File: config.mk
export PLATFORM = sky130hd
export DESIGN_NAME = divisor_count_core
export DESIGN_NICKNAME = d
export VERILOG_FILES = /design/src/sv/dcc_pkg.sv /design/src/sv/divisor_count_core.sv /design/src/sv/dcc_div.sv
export SDC_FILE = /design/constraint.sdc
export NUM_CORES = 1
export LEC_CHECK = 0
export ABC_AREA = 1
export BUFFER_PORTS_ARGS = -buffer_cell sky130_fd_sc_hd__buf_4
export CAP_MARGIN = 30
export CORE_ASPECT_RATIO = 1.1
export CORE_UTILIZATION = 45
export CTS_BUF_LIST = sky130_fd_sc_hd__clkbuf_16
export CTS_CLUSTER_SIZE = 28
export DETAILED_ROUTE_END_ITERATION = 8
export PLACE_DENSITY = 0.68
export SLEW_MARGIN = 15
export SYNTH_ARGS = -nofsm -noshare
export SYNTH_HDL_FRONTEND = slang
export SYNTH_HIERARCHICAL = 1
export SYNTH_SLANG_ARGS = --single-unit
File: constraint.sdc
create_clock -name clk -period 4.1 [get_ports clk]
set_clock_uncertainty 0.05 [all_clocks]
set_input_delay 0.615 -clock clk [delete_from_list [all_inputs] [get_ports clk]]
set_output_delay 0.615 -clock clk [all_outputs]
set_load 0.02 [all_outputs]
File: src/sv/dcc_pkg.sv
// shared constants and types for the divisor count core
package dcc_pkg;

  localparam int DATA_WIDTH_DEF = 32;
  localparam int VALUE_W        = 32;
  localparam int TOTAL_W        = 16;
  localparam logic [TOTAL_W-1:0] TOTAL_MAX = {TOTAL_W{1'b1}};

  typedef enum logic [1:0] {
    ST_IDLE,
    ST_START,
    ST_WAIT,
    ST_FINISH
  } dcc_state_t;

endpackage

File: src/sv/divisor_count_core.sv
// divisor count core: trial division over candidates up to the square root
//
// Input channel: in_valid / in_ready with one 32-bit value per beat. Only
// the low WIDTH bits of value are used. Output channel: out_valid /
// out_ready with divisor_total (saturating at 65535) and zero_input.
// A zero value returns divisor_total 0 with zero_input set.
//
// One beat is taken only while the core is idle. Each candidate i from 1
// upward costs one pass of the single restoring divider plus the START
// and WAIT sequencing states, so a nonzero value v takes floor(sqrt(v)) + 1
// divider passes; for WIDTH 32 that is up to 65536 passes. All division
// in the core goes through this one divider.
//
// The finished result sits in an output register; a new value is taken
// while it waits. If the receiver still stalls when the next result is
// ready, the core holds in its final state until the register frees.
// Synchronous reset returns the core to idle and drops out_valid.
module divisor_count_core #(
  parameter int WIDTH = dcc_pkg::DATA_WIDTH_DEF
) (
  input  logic                         clk,
  input  logic                         rst,
  input  logic                         in_valid,
  output logic                         in_ready,
  input  logic [dcc_pkg::VALUE_W-1:0]  value,
  output logic                         out_valid,
  input  logic                         out_ready,
  output logic [dcc_pkg::TOTAL_W-1:0]  divisor_total,
  output logic                         zero_input
);
  import dcc_pkg::*;

  dcc_state_t state, state_next;

  logic [WIDTH-1:0]   v;
  logic [WIDTH-1:0]   cand;
  logic [TOTAL_W-1:0] total;
  logic               zero_flag;
  logic [WIDTH-1:0]   v_in;
  logic               div_start;
  logic               div_done;
  logic [WIDTH-1:0]   quo;
  logic [WIDTH-1:0]   rem;
  logic               in_fire;
  logic               out_load;
  logic               past_root;
  logic [TOTAL_W:0]   sum;

  assign v_in      = WIDTH'(value);
  assign in_fire   = in_valid && in_ready;
  assign past_root = cand > quo;
  // a divisor equal to its cofactor counts once
  assign sum       = {1'b0, total} + ((quo == cand) ? (TOTAL_W+1)'(1) : (TOTAL_W+1)'(2));

  always_ff @(posedge clk) begin
    if (rst) begin
      state <= ST_IDLE;
    end else begin
      state <= state_next;
    end
  end

  always_comb begin
    state_next = state;
    in_ready   = 1'b0;
    div_start  = 1'b0;
    out_load   = 1'b0;
    unique case (state)
      ST_IDLE: begin
        in_ready = !rst;
        if (in_valid) begin
          state_next = (v_in == '0) ? ST_FINISH : ST_START;
        end
      end
      ST_START: begin
        div_start  = 1'b1;
        state_next = ST_WAIT;
      end
      ST_WAIT: begin
        if (div_done) begin
          state_next = past_root ? ST_FINISH : ST_START;
        end
      end
      ST_FINISH: begin
        if (!out_valid || out_ready) begin
          out_load   = 1'b1;
          state_next = ST_IDLE;
        end
      end
      default: state_next = ST_IDLE;
    endcase
  end

  always_ff @(posedge clk) begin
    if (in_fire) begin
      v         <= v_in;
      cand      <= WIDTH'(1);
      total     <= '0;
      zero_flag <= (v_in == '0);
    end else if (state == ST_WAIT && div_done && !past_root) begin
      cand <= cand + 1'b1;
      if (rem == '0) begin
        total <= sum[TOTAL_W] ? TOTAL_MAX : sum[TOTAL_W-1:0];
      end
    end
  end

  always_ff @(posedge clk) begin
    if (rst) begin
      out_valid <= 1'b0;
    end else if (out_load) begin
      out_valid <= 1'b1;
    end else if (out_ready) begin
      out_valid <= 1'b0;
    end
  end

  always_ff @(posedge clk) begin
    if (out_load) begin
      divisor_total <= total;
      zero_input    <= zero_flag;
    end
  end

  dcc_div #(
    .WIDTH(WIDTH)
  ) u_div (
    .clk       (clk),
    .rst       (rst),
    .start     (div_start),
    .dividend  (v),
    .divisor   (cand),
    .done      (div_done),
    .quotient  (quo),
    .remainder (rem)
  );

endmodule

File: src/sv/dcc_div.sv
// restoring divider, one quotient bit per cycle
module dcc_div #(
  parameter int WIDTH = 32
) (
  input  logic             clk,
  input  logic             rst,
  input  logic             start,
  input  logic [WIDTH-1:0] dividend,
  input  logic [WIDTH-1:0] divisor,
  output logic             done,
  output logic [WIDTH-1:0] quotient,
  output logic [WIDTH-1:0] remainder
);
  localparam int CNT_W = $clog2(WIDTH);

  logic             busy;
  logic [CNT_W-1:0] cnt;
  logic [WIDTH-1:0] rem;
  logic [WIDTH-1:0] quo;
  logic [WIDTH-1:0] dvs;
  logic [WIDTH:0]   sh;
  logic [WIDTH+1:0] diff;
  logic             borrow;
  logic             last;

  assign sh     = {rem, quo[WIDTH-1]};
  assign diff   = {1'b0, sh} - {2'b00, dvs};
  assign borrow = diff[WIDTH+1];
  assign last   = (cnt == CNT_W'(WIDTH - 1));

  always_ff @(posedge clk) begin
    if (rst) begin
      busy <= 1'b0;
      done <= 1'b0;
      cnt  <= '0;
    end else begin
      done <= 1'b0;
      if (start) begin
        busy <= 1'b1;
        cnt  <= '0;
      end else if (busy) begin
        cnt <= cnt + 1'b1;
        if (last) begin
          busy <= 1'b0;
          done <= 1'b1;
        end
      end
    end
  end

  // when the trial subtract borrows, the shifted remainder is below the divisor
  always_ff @(posedge clk) begin
    if (start) begin
      rem <= '0;
      quo <= dividend;
      dvs <= divisor;
    end else if (busy) begin
      rem <= borrow ? sh[WIDTH-1:0] : diff[WIDTH-1:0];
      quo <= {quo[WIDTH-2:0], ~borrow};
    end
  end

  assign quotient  = quo;
  assign remainder = rem;

endmodule

==> run_results.csv, run 1 <==
group,metric,value,unit
route,via_count,10780,
die,die-width,162,um
sta,drv_slew,0,
clocking,htree_levels,1,
grt,grt_first_pass_wirelength,50200,um
placed_design,routabilityCongestion,0.925,
clocking,cts_buffer_depth,3,
sta,setup_total_negative_slack,0,ns
logic_synthesis,asyncSetResetFlopFracSynth,0,%
cells_and_area,n_antenna_cell,0,
die,placementRows,64,
die,coreArea,27800,um2
sta,slew_headroom,41.3,%
clocking,numCtsBuffers,24,
logic_synthesis,synth.area.mux_share,0,%
flow_run,max_cap_viol_count,0,
logic_synthesis,synth_fa_ha_area_share,7.12,%
setup_path,reg_to_reg_setup_timing_slack,0.46,ns
grt,grt_antenna_before_repair,0,
power,p_leak,6.72,nW
setup_path,crit_path_start_kind,"flop",
logic_synthesis,flop_and_latch_count_out_of_synthesis,204,
route,dr.pass1.iters,5,
clocking,cts_tree,"yes",
logic_synthesis,syn_inst,1688,
grt,grt_overflow,0,
clocking,cts.clk_slew.worst_paths,0.06,ns
die,die_area,28900,um2
setup_path,critical_path.slowest_cell,"sky130_fd_sc_hd__nand3_1",
logic_synthesis,ys_warn_count,6,
setup_path,cp-end-kind,"flop",
cells_and_area,post_route_standard_cell_area_excluding_fillers,14100,um2
sta,period_minus_slack,3.64,ns
clocking,cts_hold_buf,0,
setup_path,path_class,"reg -> reg",
logic_synthesis,synth_fp_nets,1795,
logic_synthesis,yosys.area.top_type_share,27.0,%
logic_synthesis,seq_area_frac_synth,41.2,%
setup_path,cp_max_fo,16,
clocking,cts_resized,0,
route,routed_wl,30300,um
die,die_ht,178,um
grt,grt.total_usage,21.5,%
setup_path,critical-path-top-delay-family,"simple AND/OR/NAND/NOR gates",
logic_synthesis,synth_cell_type_count,46,
logic_synthesis,synth_top_area_cell,"sky130_fd_sc_hd__edfxtp_1",
grt,grt_pass1_vias,10383,
setup_path,crit_chain,"ha_1, nand2_1, nor2_1, nand4_1, nor2_1, nand2_1, inv_1, ha_1, fa_1, nand3_1, nor2_1, nand3_1, nand3_1, nand4_1, a21oi_1",
clocking,clock_insertion_delay_worst_skew,0.52,ns
logic_synthesis,post-synth-top-count-cell,"sky130_fd_sc_hd__nand2_1",
logic_synthesis,post_synth_top_flop,"sky130_fd_sc_hd__edfxtp_1",
logic_synthesis,postSynthAreaPerCell,7.52,um2
clocking,cts_setup_buffers,0,
clocking,tritoncts_num_sinks,204,
sta,finalCritPeriodShare,88.7,%
placed_design,hpwl,22500,um
logic_synthesis,synth_xor_area_share,3.17,%
logic_synthesis,synth_edf_count,114,
cells_and_area,num-nets-final,1844,
grt,pin_count_of_the_biggest_net_entering_global_routing,68,
setup_path,timing.critical_path.required,4.50,ns
route,avgViaCountPerCell,5.09,
placed_design,placed_area,13400,um2
placed_design,port_buffers,54,
route,routed_wire_length_per_instance,14.3,um
sta,setup_violations,0,
sta,hold_violations,0,
status,outcome,"finished, final reports clean",
power,ir_worst_vdd,592,uV
sta,maxClockFrequency,275,MHz
die,floorplan.io_pins,55,
logic_synthesis,synth_simple_gate_area_share,33.7,%
sta,setup_repair_after_global_routing_missed_its_margin,"false",
route,dr.first_iter.drc_count,615,
logic_synthesis,main_combinational_cell_family_by_area_after_synthesis,"simple AND/OR/NAND/NOR gates",
worst_hold_path,worst_hold_path_type,"in -> reg",
die,floorplan.initialDensity,45.7,%
logic_synthesis,synth-compound-area-share,4.83,%
logic_synthesis,netlist_top_cells_area,"sky130_fd_sc_hd__edfxtp_1 (27%), sky130_fd_sc_hd__nand2_1 (16%), sky130_fd_sc_hd__dfxtp_1 (14%), sky130_fd_sc_hd__inv_1 (7.7%), sky130_fd_sc_hd__ha_1 (6.8%)",
setup_path,timing.critical_path.buf_inv,1,
cells_and_area,layout-area-overhead-vs-synth,11.4,%
logic_synthesis,synthesis.area,12700,um2
route,final_antenna_net_count,0,
setup_path,worst_path_largest_cell_delay,0.49,ns
power,power_density,536,nW/um2
clocking,cts-root-buf,"sky130_fd_sc_hd__clkbuf_16",
route,drc_errors,0,
cells_and_area,share_of_post_route_cells_with_drive_strength_above_1,9.97,%
sta,worst_pin_slew,0.880,ns
logic_synthesis,synth.cells.most_frequent,"sky130_fd_sc_hd__nand2_1 (545), sky130_fd_sc_hd__inv_1 (261), sky130_fd_sc_hd__nand3_1 (124)",
setup_path,worstPathArrival,4.04,ns
==> through the flow <==
step	power, W	setup slack, ns	instances	util, %	hold WS (ns)
2_1_floorplan	0.00505	0.169	1688	-	0.350
3_3_place_gp	0.00557	0.595	2073	48.1	0.357
3_5_place_dp	0.00561	0.440	2073	48.1	0.357
4_1_cts	0.00762	0.425	2117	50.8	0.215
5_1_grt	0.00809	0.0810	2118	50.9	0.211
6_report	0.00758	0.464	2118	50.9	0.230
==> worst reg2reg max path, cell delays in order, from the launching register on <==
cell	delay [ns]
sky130_fd_sc_hd__dfxtp_1	0.40
sky130_fd_sc_hd__ha_1	0.32
sky130_fd_sc_hd__nand2_1	0.06
sky130_fd_sc_hd__nor2_1	0.16
sky130_fd_sc_hd__nand4_1	0.12
sky130_fd_sc_hd__nor2_1	0.20
sky130_fd_sc_hd__nand2_1	0.23
sky130_fd_sc_hd__inv_1	0.12
sky130_fd_sc_hd__ha_1	0.21
sky130_fd_sc_hd__fa_1	0.29
sky130_fd_sc_hd__nand3_1	0.16
sky130_fd_sc_hd__nor2_1	0.18
sky130_fd_sc_hd__nand3_1	0.49
sky130_fd_sc_hd__nand3_1	0.28
sky130_fd_sc_hd__nand4_1	0.12
sky130_fd_sc_hd__a21oi_1	0.18
==> layout make-up <==
| cell class | instances | area (um2) |
|---|---|---|
| fill | 2681 | 13600 |
| multi-input combinational | 1175 | 6200 |
| sequential | 204 | 5230 |
| inverter | 268 | 1010 |
| clock buffer | 25 | 626 |
| timing repair buffer | 64 | 513 |
| tap | 363 | 454 |
| clock inverter | 19 | 119 |
==> placed cells by master (no fill, tap or decap), types with 7 or more instances in the layout <==
cell	netlist	final
sky130_fd_sc_hd__a21oi_1	80	80
sky130_fd_sc_hd__buf_4	7	62
sky130_fd_sc_hd__clkbuf_16	0	25
sky130_fd_sc_hd__dfxtp_1	90	90
sky130_fd_sc_hd__edfxtp_1	114	114
sky130_fd_sc_hd__ha_1	69	69
sky130_fd_sc_hd__inv_1	261	267
sky130_fd_sc_hd__inv_2	6	7
sky130_fd_sc_hd__nand2_1	545	545
sky130_fd_sc_hd__nand2_2	19	19
sky130_fd_sc_hd__nand3_1	124	124
sky130_fd_sc_hd__nand3_2	19	19
sky130_fd_sc_hd__nand3b_1	14	14
sky130_fd_sc_hd__nand4_1	45	45
sky130_fd_sc_hd__nor2_1	99	97
sky130_fd_sc_hd__nor2_2	8	9
sky130_fd_sc_hd__nor3_1	23	23
sky130_fd_sc_hd__nor4_1	21	21
sky130_fd_sc_hd__o21ai_0	11	11
sky130_fd_sc_hd__o21ai_1	12	12
sky130_fd_sc_hd__xnor2_1	22	22
sky130_fd_sc_hd__xor2_1	24	24
==> report_power, final <==
part           internal, W  switching [W]
sequential         0.00250       0.000182
clock              0.00116       0.000832
combinational     0.000933        0.00197
total              0.00459        0.00298
==> layer usage <==
layer	track usage, %	up-vias	share of wire, %
met5	0	-	0
met4	9.16	0	3.6
met3	2.77	65	4.6
met2	37.5	262	48
met1	26.8	4904	44
li1	-	5549	-
==> sequential cells by signal (all words and copies together) (netlist names) <==
name / count
cand: 32
u_div/dvs: 32
u_div/quotient: 32
u_div/remainder: 32
v: 32
divisor_total: 16
total: 16
u_div/cnt: 5
state: 2
out_valid: 1
u_div/busy: 1
u_div/done: 1
zero_flag: 1
zero_input: 1
==> cell families after synthesis <==
kind of cell	count (synthesis)
XOR/XNOR	46
buffers and inverters	309
AND/OR/NAND/NOR	942
AO/OA/AOI/OAI	116
flip-flops	204
adder cells (fa/ha/maj)	71
==> worst paths after layout <==
| kind | from | to | cells after the start |
|---|---|---|---|
| min reg2reg | zero_flag | zero_input | 0 |
| max reg2reg | cand[6] | total[13] | 15 |
| max | cand[6] | total[13] | 15 |
| min | value[30] | v[30] | 1 |
(Power assumes the default switching activity.)
==> run 2, diff against run 1 <==
--- a/config.mk
+++ b/config.mk
@@ -11,2 +11,3 @@
 export CORE_ASPECT_RATIO = 1.1
+export CORE_MARGIN = 10
 export CORE_UTILIZATION = 45
==> constraint.sdc (replaced) <==
create_clock -name clk -period 4.1 [get_ports clk]
set_clock_uncertainty 0.05 [all_clocks]
set_input_delay 0.82 -clock clk [delete_from_list [all_inputs] [get_ports clk]]
set_output_delay 0.82 -clock clk [all_outputs]
set_load 0.02 [all_outputs]
==> run_results.csv, run 2 (same netlist as run 1, synthesis figures left out) <==
group,metric,value,unit
status,outcome,"finished, final reports clean",
clocking,clock_insertion_delay_worst_skew,0.52,ns
sta,period_minus_slack,3.64,ns
placed_design,hpwl,23400,um
sta,slew_headroom,43.4,%
power,p_leak,6.72,nW
die,placementRows,64,
placed_design,port_buffers,54,
route,routed_wire_length_per_instance,14.6,um
grt,pin_count_of_the_biggest_net_entering_global_routing,68,
clocking,cts_hold_buf,0,
cells_and_area,layout-area-overhead-vs-synth,11.6,%
cells_and_area,final_common_cell,"sky130_fd_sc_hd__nand2_1",
worst_hold_path,worst_hold_path_type,"reg -> reg",
flow_run,max_cap_viol_count,0,
clocking,tritoncts_num_sinks,204,
die,coreArea,27800,um2
sta,setup_total_negative_slack,0,ns
clocking,numCtsBuffers,24,
setup_path,cp-end-kind,"flop",
cells_and_area,top_library_cells_by_usage_in_the_layout_fill_and_taps_aside,"sky130_fd_sc_hd__nand2_1 (545), sky130_fd_sc_hd__inv_1 (265), sky130_fd_sc_hd__nand3_1 (124)",
setup_path,crit_path_start_kind,"flop",
setup_path,cp_max_fo,16,
setup_path,timing.critical_path.buf_inv,1,
cells_and_area,num-nets-final,1847,
die,die_ht,196,um
die,floorplan.initialDensity,45.7,%
clocking,cts.clk_slew.worst_paths,0.06,ns
sta,worst_pin_slew,0.847,ns
route,via_count,10886,
grt,grt_pass1_vias,10448,
clocking,cts-root-buf,"sky130_fd_sc_hd__clkbuf_16",
clocking,cts_tree,"yes",
placed_design,routabilityCongestion,0.931,
sta,setup_repair_after_global_routing_missed_its_margin,"false",
cells_and_area,share_of_post_route_cells_with_drive_strength_above_1,10.1,%
setup_path,worst_path_largest_cell_delay,0.51,ns
setup_path,cp_num_cells,15,
setup_path,critical_path.slowest_cell,"sky130_fd_sc_hd__nand3_1",
cells_and_area,n_antenna_cell,0,
clocking,htree_levels,1,
setup_path,worstPathArrival,4.03,ns
route,avgViaCountPerCell,5.13,
sta,drv_slew,0,
sta,hold_violations,0,
clocking,cts_resized,0,
setup_path,critical-path-top-delay-family,"simple AND/OR/NAND/NOR gates",
grt,grt_antenna_before_repair,0,
route,drc_errors,0,
setup_path,timing.reg2reg.worst_path_depth,15,
setup_path,crit_chain,"ha_1, nand2_1, nor2_1, nand4_1, nor2_1, nand2_1, inv_1, ha_1, fa_1, nand3_1, nor2_1, nand3_1, nand3_1, nand4_1, a21oi_1",
setup_path,path_class,"reg -> reg",
route,dr.first_iter.drc_count,626,
die,floorplan.io_pins,55,
grt,grt_overflow,0,
clocking,cts_setup_buffers,0,
route,final_antenna_net_count,0,
worst_hold_path,worstHoldPathCells,0,
die,die_area,35300,um2
setup_path,timing.critical_path.required,4.49,ns
grt,grt.total_usage,17.1,%
grt,grt_first_pass_wirelength,51300,um
power,power_density,541,nW/um2
route,routed_wl,31000,um
sta,setup_violations,0,
power,ir_worst_vdd,720,uV
power,finalPower,0.00767,W
clocking,cts_buffer_depth,3,
sta,finalCritPeriodShare,88.8,%
die,die-width,180,um
cells_and_area,fill_cells,2642,
sta,maxClockFrequency,275,MHz
route,dr.pass1.iters,5,
## run 2: changes by cell type in the layout (fill, tap and decap cells not counted)
cell and delta:
sky130_fd_sc_hd__bufinv_16 +1, sky130_fd_sc_hd__inv_1 -2, sky130_fd_sc_hd__clkinv_2 -3, sky130_fd_sc_hd__inv_6 +1, sky130_fd_sc_hd__buf_16 -1, sky130_fd_sc_hd__buf_4 +4
sky130_fd_sc_hd__clkinv_1 +3
## run 2: cell type report
type | count | area [um2] | share of cell area [%]
multi-input cells | 1175 | 6200 | 43.8
clock inverters | 19 | 146 | 1.03
repair buffers | 67 | 515 | 3.64
clock buffers | 25 | 626 | 4.41
flip-flops and latches | 204 | 5230 | 36.9
inverters | 268 | 1010 | 7.10
well taps | 363 | 454 | 3.20
## run 2: metrics by stage
step                      std cells  hold WS [ns]  setup WS (ns)  instance area [um2]  util, %
final                          2121         0.380          0.458                14200     51.0
after global routing           2121         0.401         0.0953                14200     51.0
after CTS                      2121         0.378          0.470                14200     51.0
after detailed placement       2077         0.360          0.510                13400     48.2
after global placement         2077         0.360          0.601                13400     48.2
after floorplan                1688         0.350          0.169                12700        -
## run 2: path summary, 6_finish.rpt
check / startpoint / endpoint / slack [ns]
max: cand[6] / total[15] / 0.46
max reg2reg: cand[6] / total[15] / 0.46
min: zero_flag / zero_input / 0.38
min reg2reg: zero_flag / zero_input / 0.38
## run 2: power breakdown
| group | total [W] | switching [W] | leakage [nW] | internal (W) |
|---|---|---|---|---|
| Combinational | 0.00293 | 0.00200 | 4.54 | 0.000929 |
| Clock | 0.00207 | 0.000838 | 0.387 | 0.00123 |
| Sequential | 0.00267 | 0.000178 | 1.80 | 0.00250 |
| Total | 0.00767 | 0.00302 | 6.72 | 0.00465 |
## run 2: per-layer routing
layer	track usage, %	up-vias	part of all wire, %
met3	1.80	60	5.0
li1	-	5573	-
met1	20.9	4964	43
met2	30.4	289	48
met4	6.29	0	3.4
met5	0	-	0
==> run 3, diff against run 2 <==
RECOVER_POWER = 100   (was default)
==> run_results.csv, run 3 (same netlist as run 1, synthesis figures left out) <==
group,metric,value,unit
clocking,cts_setup_buffers,0,
grt,grt_antenna_before_repair,0,
clocking,cts_tree,"yes",
setup_path,r2r_end,"u_div/remainder[22]",
power,swShare,39.1,%
placed_design,hpwl,23400,um
worst_hold_path,worst_hold_path_type,"reg -> reg",
route,drc_errors,0,
grt,grt_first_pass_wirelength,51300,um
clocking,numCtsBuffers,24,
clocking,htree_levels,1,
grt,grt_use_met3,1.80,%
die,floorplan.initialDensity,45.7,%
sta,whs,0.380,ns
cells_and_area,num-nets-final,1847,
sta,drv_slew,36,
placed_design,routabilityCongestion,0.931,
setup_path,worstPathArrival,4.11,ns
setup_path,path_class,"reg -> reg",
grt,grt.busiest_layer,"met2",
power,power_density,545,nW/um2
route,routed_wl,31000,um
grt,grt_util_met1,20.9,%
worst_hold_path,worstHoldPathCells,0,
power,finalPower,0.00758,W
cells_and_area,post_route_standard_cell_area_excluding_fillers,13900,um2
die,die_area,35300,um2
grt,grt.met2_usage,30.4,%
power,p_leak,6.56,nW
route,dr.pass1.iters,5,
clocking,cts_buffer_depth,3,
sta,smallest_setup_slack_after_layout,0.397,ns
setup_path,reg2reg_from,"u_div/remainder[23]",
cells_and_area,n_antenna_cell,0,
die,placementRows,64,
flow_run,max_cap_viol_count,1,
cells_and_area,final_common_cell,"sky130_fd_sc_hd__nand2_1",
sta,hold_violations,0,
setup_path,cp_max_fo,35,
route,final_antenna_net_count,0,
sta,finalCritPeriodShare,90.3,%
clocking,clock_insertion_delay_worst_skew,0.52,ns
power,combinationalPowerShare,37.4,%
placed_design,port_buffers,54,
sta,period_minus_slack,3.70,ns
route,dr.first_iter.drc_count,684,
power,total_switching_power,0.00296,W
setup_path,timing.reg2reg.worst_path_depth,12,
power,sequential_power_share,35.3,%
setup_path,cp-startpoint,"u_div/remainder[23]",
clocking,cts_hold_buf,0,
setup_path,reg_to_reg_setup_timing_slack,0.40,ns
setup_path,timing.critical_path.required,4.50,ns
cells_and_area,top_library_cells_by_usage_in_the_layout_fill_and_taps_aside,"sky130_fd_sc_hd__nand2_1 (557), sky130_fd_sc_hd__inv_1 (267), sky130_fd_sc_hd__nand3_1 (132)",
power,internal_power,0.00462,W
clocking,cts_resized,0,
grt,grt_pass1_vias,10448,
grt,grt.total_usage,17.1,%
die,floorplan.io_pins,55,
setup_path,crit_path_start_kind,"flop",
power,clock_power_share,27.3,%
sta,setup_total_negative_slack,0,ns
die,die_ht,196,um
sta,worst_pin_slew,1.82,ns
sta,setup_violations,0,
sta,setup_repair_after_global_routing_missed_its_margin,"false",
die,die-width,180,um
setup_path,cp-end-kind,"flop",
cells_and_area,layout-area-overhead-vs-synth,9.68,%
clocking,cts-root-buf,"sky130_fd_sc_hd__clkbuf_16",
clocking,cts.clk_slew.worst_paths,0.06,ns
grt,grt_overflow,0,
placed_design,dpl_worst_slack,0.510,ns
cells_and_area,share_of_post_route_cells_with_drive_strength_above_1,6.54,%
route,routed_wire_length_per_instance,14.6,um
clocking,tritoncts_num_sinks,204,
sta,slew_headroom,-21.2,%
placed_design,placed_area,13400,um2
setup_path,timing.critical_path.to,"u_div/remainder[22]",
status,outcome,"finished with violations",
grt,pin_count_of_the_biggest_net_entering_global_routing,68,
status,violations,"max-capacitance violations, max-slew violations",
power,ir_worst_vdd,666,uV
sta,maxClockFrequency,270,MHz
die,coreArea,27800,um2
route,via_count,10841,
route,avgViaCountPerCell,5.11,
[run 3: cell types whose count changed in the layout (fill, tap and decap cells not counted), moves of 8 or more]
| cell | delta |
|---|---|
| sky130_fd_sc_hd__buf_4 | -55 |
| sky130_fd_sc_hd__clkbuf_1 | +36 |
| sky130_fd_sc_hd__clkbuf_4 | +17 |
| sky130_fd_sc_hd__nand2_1 | +12 |
| sky130_fd_sc_hd__nand2_2 | -12 |
| sky130_fd_sc_hd__nand3_1 | +8 |
| sky130_fd_sc_hd__nand3_2 | -8 |
[run 3: worst min path at each step]
| stage | start | endpoint |
|---|---|---|
| after floorplan | zero_flag | zero_input |
| after global placement | zero_flag | zero_input |
| after detailed placement | zero_flag | zero_input |
| after CTS | zero_flag | zero_input |
| after global routing | zero_flag | zero_input |
| final | zero_flag | zero_input |
[run 3: layer usage]
metal / vias up / share of wire [%]
li1: 5570 / -
met1: 4932 / 44
met2: 283 / 48
met3: 56 / 4.5
met4: 0 / 3.4
met5: - / 0
[run 3: worst max-delay path, cell delays in order, from the launching register on]
cell and delay [ns]:
sky130_fd_sc_hd__dfxtp_1 0.35, sky130_fd_sc_hd__ha_1 0.40, sky130_fd_sc_hd__nand2_1 0.12, sky130_fd_sc_hd__inv_1 0.06, sky130_fd_sc_hd__nand2_1 0.06, sky130_fd_sc_hd__nand3_1 0.10, sky130_fd_sc_hd__a21oi_1 0.23, sky130_fd_sc_hd__nor2_1 0.11
sky130_fd_sc_hd__nor2_2 1.34, sky130_fd_sc_hd__nand2_8 0.37, sky130_fd_sc_hd__nand2_1 0.26, sky130_fd_sc_hd__nand3_1 0.09, sky130_fd_sc_hd__nand2_1 0.07
[run 3: cell type report]
cell class / instances / area, um2
clock inverter: 19 / 146
sequential: 204 / 5230
inverter: 268 / 1010
timing repair buffer: 67 / 359
clock buffer: 25 / 626
fill: 2705 / 13900
tap: 363 / 454
multi-input combinational: 1175 / 6110
[run 3: metrics by stage]
step / std cells / utilization, %
6_report: 2121 / 50.1
5_1_grt: 2121 / 50.1
4_1_cts: 2121 / 51.0
3_5_place_dp: 2077 / 48.2
3_3_place_gp: 2077 / 48.2
2_1_floorplan: 1688 / -
[run 3: power by group through the flow]
stage | registers, W | logic (W) | clock network [W]
final | 0.00268 | 0.00284 | 0.00207
after global routing | 0.00271 | 0.00320 | 0.00219
after CTS | 0.00268 | 0.00294 | 0.00211
after detailed placement | 0.00272 | 0.00292 | 0
after global placement | 0.00271 | 0.00289 | 0
after floorplan | 0.00268 | 0.00237 | 0
